## config.mk

```make
export PLATFORM = sky130hd
export DESIGN_NAME = ddsu_div
export DESIGN_NICKNAME = d
export VERILOG_FILES = /design/src/rtl/diamond_difference_sweep_unit_assert.svh /design/src/rtl/ddsu_div.sv
export SDC_FILE = /design/constraint.sdc
export NUM_CORES = 1
export LEC_CHECK = 0
export BUFFER_PORTS_ARGS = -buffer_cell sky130_fd_sc_hd__buf_4
export CAP_MARGIN = 25
export CORE_ASPECT_RATIO = 0.75
export CORE_MARGIN = 5
export CORE_UTILIZATION = 35
export CTS_CLUSTER_DIAMETER = 60
export DETAILED_ROUTE_END_ITERATION = 6
export PLACE_DENSITY = 0.63
export SYNTH_ARGS = -nofsm -noshare
export SYNTH_HDL_FRONTEND = slang
export SYNTH_SLANG_ARGS = --single-unit
```

## constraint.sdc

```tcl
create_clock -name clk -period 6.15 [get_ports clk]
set_input_delay 0 -clock clk [delete_from_list [all_inputs] [get_ports clk]]
set_output_delay 0 -clock clk [all_outputs]
set_load 0.005 [all_outputs]
```

## src/rtl/diamond_difference_sweep_unit_assert.svh

```systemverilog
// ----------------------------------------------------------------------------
// Assertion macros for the diamond difference sweep unit
// Both macros sample on clk and are disabled while rst_n is low.
// ----------------------------------------------------------------------------
`ifndef DIAMOND_DIFFERENCE_SWEEP_UNIT_ASSERT_SVH
`define DIAMOND_DIFFERENCE_SWEEP_UNIT_ASSERT_SVH
`ifndef SYNTH
`define DDSU_ASSERT_SAME(lbl, ante, cons) \
    lbl: assert property (@(posedge clk) disable iff (!rst_n) (ante) |-> (cons)) \
        else $error("ddsu assertion failed");
`define DDSU_ASSERT_NEXT(lbl, ante, cons) \
    lbl: assert property (@(posedge clk) disable iff (!rst_n) (ante) |=> (cons)) \
        else $error("ddsu assertion failed");
`else
`define DDSU_ASSERT_SAME(lbl, ante, cons)
`define DDSU_ASSERT_NEXT(lbl, ante, cons)
`endif
`endif

```

## src/rtl/ddsu_div.sv

```systemverilog
`timescale 1ns / 1ps
// ----------------------------------------------------------------------------
// ddsu_div
// Restoring divider, one quotient bit per cycle. rem_init must be below
// the divisor; quotient is valid while done is high.
// ----------------------------------------------------------------------------
module ddsu_div #(
    parameter int N   = 32,
    parameter int D_W = 33
) (
    input  logic           clk,
    input  logic           rst_n,
    input  logic           start,
    input  logic [D_W-1:0] rem_init,
    input  logic [N-1:0]   dividend_lo,
    input  logic [D_W-1:0] divisor,
    output logic           done,
    output logic [N-1:0]   quotient
);
    localparam int CW = $clog2(N + 1);

    logic [D_W-1:0] rem_reg;
    logic [N-1:0]   quo_reg;
    logic [D_W-1:0] dvs_reg;
    logic [CW-1:0]  cnt_reg;
    logic           busy_reg;
    logic           done_reg;
    logic [D_W:0]   trial;
    logic [D_W:0]   diff;
    logic           ge;
    logic [D_W-1:0] rem_next;

    always_comb
    begin
        trial    = {rem_reg, quo_reg[N-1]};
        diff     = trial - {1'b0, dvs_reg};
        ge       = trial >= {1'b0, dvs_reg};
        rem_next = ge ? diff[D_W-1:0] : trial[D_W-1:0];
    end

    always_ff @(posedge clk or negedge rst_n)
    begin
        if (!rst_n)
        begin
            busy_reg <= 1'b0;
            done_reg <= 1'b0;
            cnt_reg  <= '0;
        end
        else
        begin
            done_reg <= 1'b0;
            if (start)
            begin
                busy_reg <= 1'b1;
                cnt_reg  <= CW'(N);
            end
            else if (busy_reg)
            begin
                cnt_reg <= cnt_reg - 1'b1;
                if (cnt_reg == CW'(1))
                begin
                    busy_reg <= 1'b0;
                    done_reg <= 1'b1;
                end
            end
        end
    end

    always_ff @(posedge clk)
    begin
        if (start)
        begin
            rem_reg <= rem_init;
            quo_reg <= dividend_lo;
            dvs_reg <= divisor;
        end
        else if (busy_reg)
        begin
            rem_reg <= rem_next;
            quo_reg <= {quo_reg[N-2:0], ge};
        end
    end

    assign done     = done_reg;
    assign quotient = quo_reg;
endmodule

```

==> impl_metrics.ini <==
[place]
hpwl_um = 12200
gp_congestion = 0.859
io_buffers = 133
placedInstanceArea_um2 = 7700

[floorplanning]
rows = 43
die_y_um = 128
coreArea_um2 = 18400
ios = 134
initial_utilization_pct = 35.4
die_w_um = 168
dieArea_um2 = 21500

[routing]
postRouteAntennaNets = 0
route.detailed.drc = 0
first_pass_iters = 5
num_vias = 5282
detail_route.iter0.violations = 348
wl_um = 17700
route.detailed.wl_per_inst_um = 17.0
avgViaCountPerCell = 5.09

[sta]
slew_headroom_pct = 38.2
fin_crit_ps = 4010
slew_viol_final = 0
rsz0062_at_grt = no
hold_viol = 0
period_share_pct = 65.2
timing.fmax_mhz = 249
tns_ps = 0
finalSetupViolations = 0
worst_pin_slew_ps = 927
skew_ps = 11.0

[global_route]
use_met3_pct = 5.46
use_met2_pct = 26.5
busiest_layer = met2
grt_pass1_vias = 5570
grt_pass1_wl_um = 29200
antenna_found_initial = 0
grt_usage_pct = 16.7
overflow = 0
use_met1_pct = 22.6
grt_max_degree = 84

[finish]
fin_nets = 923
syn_to_final_growth_pct = 38.0
final_cell_mix = buf_4, edfxtp_1, dlygate4sd3_1, mux2_2, inv_1
drive_gt1_share_pct = 28.8
diodes = 0
final_common_cell = buf_4
final_area_um2 = 8990

[clock_network]
clock_sinks = 106
htree_levels = 3
postCtsSetupBuffers = 0
cts_buffers = 9
cts_root_buf = clkbuf_16
clkTransAtPathRegs_ps = 80
cts_tree = yes
ctsLongestPathBuffers = 2
clk_latency_ps = 360

[logic_synthesis]
synthCells = 570
seq_area_frac_synth_pct = 48.2
ys_ff_latch = 106
ys_top_cells_by_area = edfxtp_1, mux2_2, ha_1
ys_types = 63
ys_warn_count = 0
synth_top_area_cell = edfxtp_1
synth_nets = 707
synthesis.area_um2 = 6520
synth_edf_count = 98
avgSynthCellArea_um2 = 11.4
synthArstFlopShare_pct = 7.55
yosysTopAreaCellShare_pct = 45.2
ys.flop_type = edfxtp_1

[pwr]
irDropWorstVdd_mv = 0.260
p_sw_w = 0.00155
power_leakage_nw = 3.79
p_int_w = 0.00236
pwr-share-comb_pct = 54.7
power.share.switching_pct = 39.6
clkPwrFrac_pct = 15.9
seqPwrFrac_pct = 29.4
power.density_nw_per_um2 = 435

[worst_hold_path]
hp-class = input port to register

[flow_run]
cap_viol_max_count = 0

[critical_path]
critPathKind = register to register
crit_arrival_ps = 4110
endpoint_kind = register
worst-path-max-fanout = 15
start_kind = register
worstPathRequired_ps = 6250

[run_status]
status = completed
==> power groups by stage <==
stage               logic, W  clock network [W]  registers, W
floorplan            0.00161                  0       0.00113
global placement     0.00202                  0       0.00116
detailed placement   0.00206                  0       0.00116
CTS                  0.00212           0.000641       0.00115
global route         0.00236           0.000670       0.00117
finish               0.00214           0.000623       0.00115
==> layer usage <==
metal / wire length [um] / part of all wire (%)
met2: 7800 / 44
met5: 0 / 0
met4: 161 / 0.91
met3: 1460 / 8.3
met1: 8260 / 47
==> logic make-up after synthesis <==
logic type | after synthesis | share of synthesized area, %
adders and majority gates | 36 | 7.03
muxes | 64 | 11.3
DFF | 106 | 48.2
AOI/OAI and AO/OA | 140 | 14.8
xor gates and xnor gates | 33 | 4.44
buffers and inverters | 74 | 4.76
and+or+nand+nor | 117 | 9.43
==> worst max-delay path, cell delays in order (launching register included) <==
cell and delay, ps:
edfxtp_1 420, inv_1 80, ha_1 170, inv_1 60, fa_1 420, a21o_1 230
a221oi_2 410, o31a_4 230, o211ai_4 100, a2111oi_4 590, or2_2 470, nor2_1 190
a221o_1 390
==> synthesized netlist by cell type (2+ instances only) <==
master     n
edfxtp_1  98
mux2_2    57
inv_1     46
a21oi_1   43
ha_1      35
nand2_1   31
o21ai_0   27
xnor2_1   24
nor2_1    21
clkbuf_1  18
a21o_1    12
nand4_1   12
xor2_1     9
a221o_1    8
dfrtp_1    8
nand3_1    8
and3_1     7
nor3_1     7
o21bai_1   7
nor2b_1    6
nor3b_1    6
a211oi_1   5
buf_2      5
mux2_4     5
o21a_1     5
a31oi_1    4
and2_1     4
a21oi_2    3
and4_1     3
buf_6      3
o211ai_1   3
o31ai_1    3
a31o_2     2
mux2i_1    2
nor4_1     2
o41ai_1    2
or3_1      2
or4b_2     2
==> stage by stage <==
step           instances  utilization (%)  power (W)  setup slack (ps)  hold slack, ps
3_3_place_gp         924             41.9    0.00318              2370            -181
3_5_place_dp         924             41.9    0.00322              2180            -176
6_report            1038             48.9    0.00391              2140            15.3
5_1_grt             1038             48.9    0.00420              1950            32.5
4_1_cts             1037             48.8    0.00391              2150            27.6
2_1_floorplan        570                -    0.00274              2670            -296
==> cell type report <==
class	instances	area (um^2)
sequential	106	3140
tap	247	309
inverter	46	173
timing repair buffer	233	1990
multi-input combinational	390	3060
clock buffer	10	229
fill	1646	9410
clock inverter	6	86.3
==> timing repair <==
item                      in CTS  in global routing
hold endpoints to repair     103                  0
hold buffers                  97                  0
gates resized for setup        0                  0
==> path summary, 6_finish.rpt <==
path,from,endpoint,slack (ps),depth (start not counted)
setup / recovery,quotient[31],rem_reg[30],2140,12
hold / removal,rem_init[13],rem_reg[13],20,3
setup reg to reg,quotient[31],rem_reg[30],2140,12
hold reg to reg,busy_reg,cnt_reg[1],590,1
max in group asynchronous,rst_n,cnt_reg[3],5240,3
min in group asynchronous,rst_n,busy_reg,630,3
(Power assumes the default switching activity.)
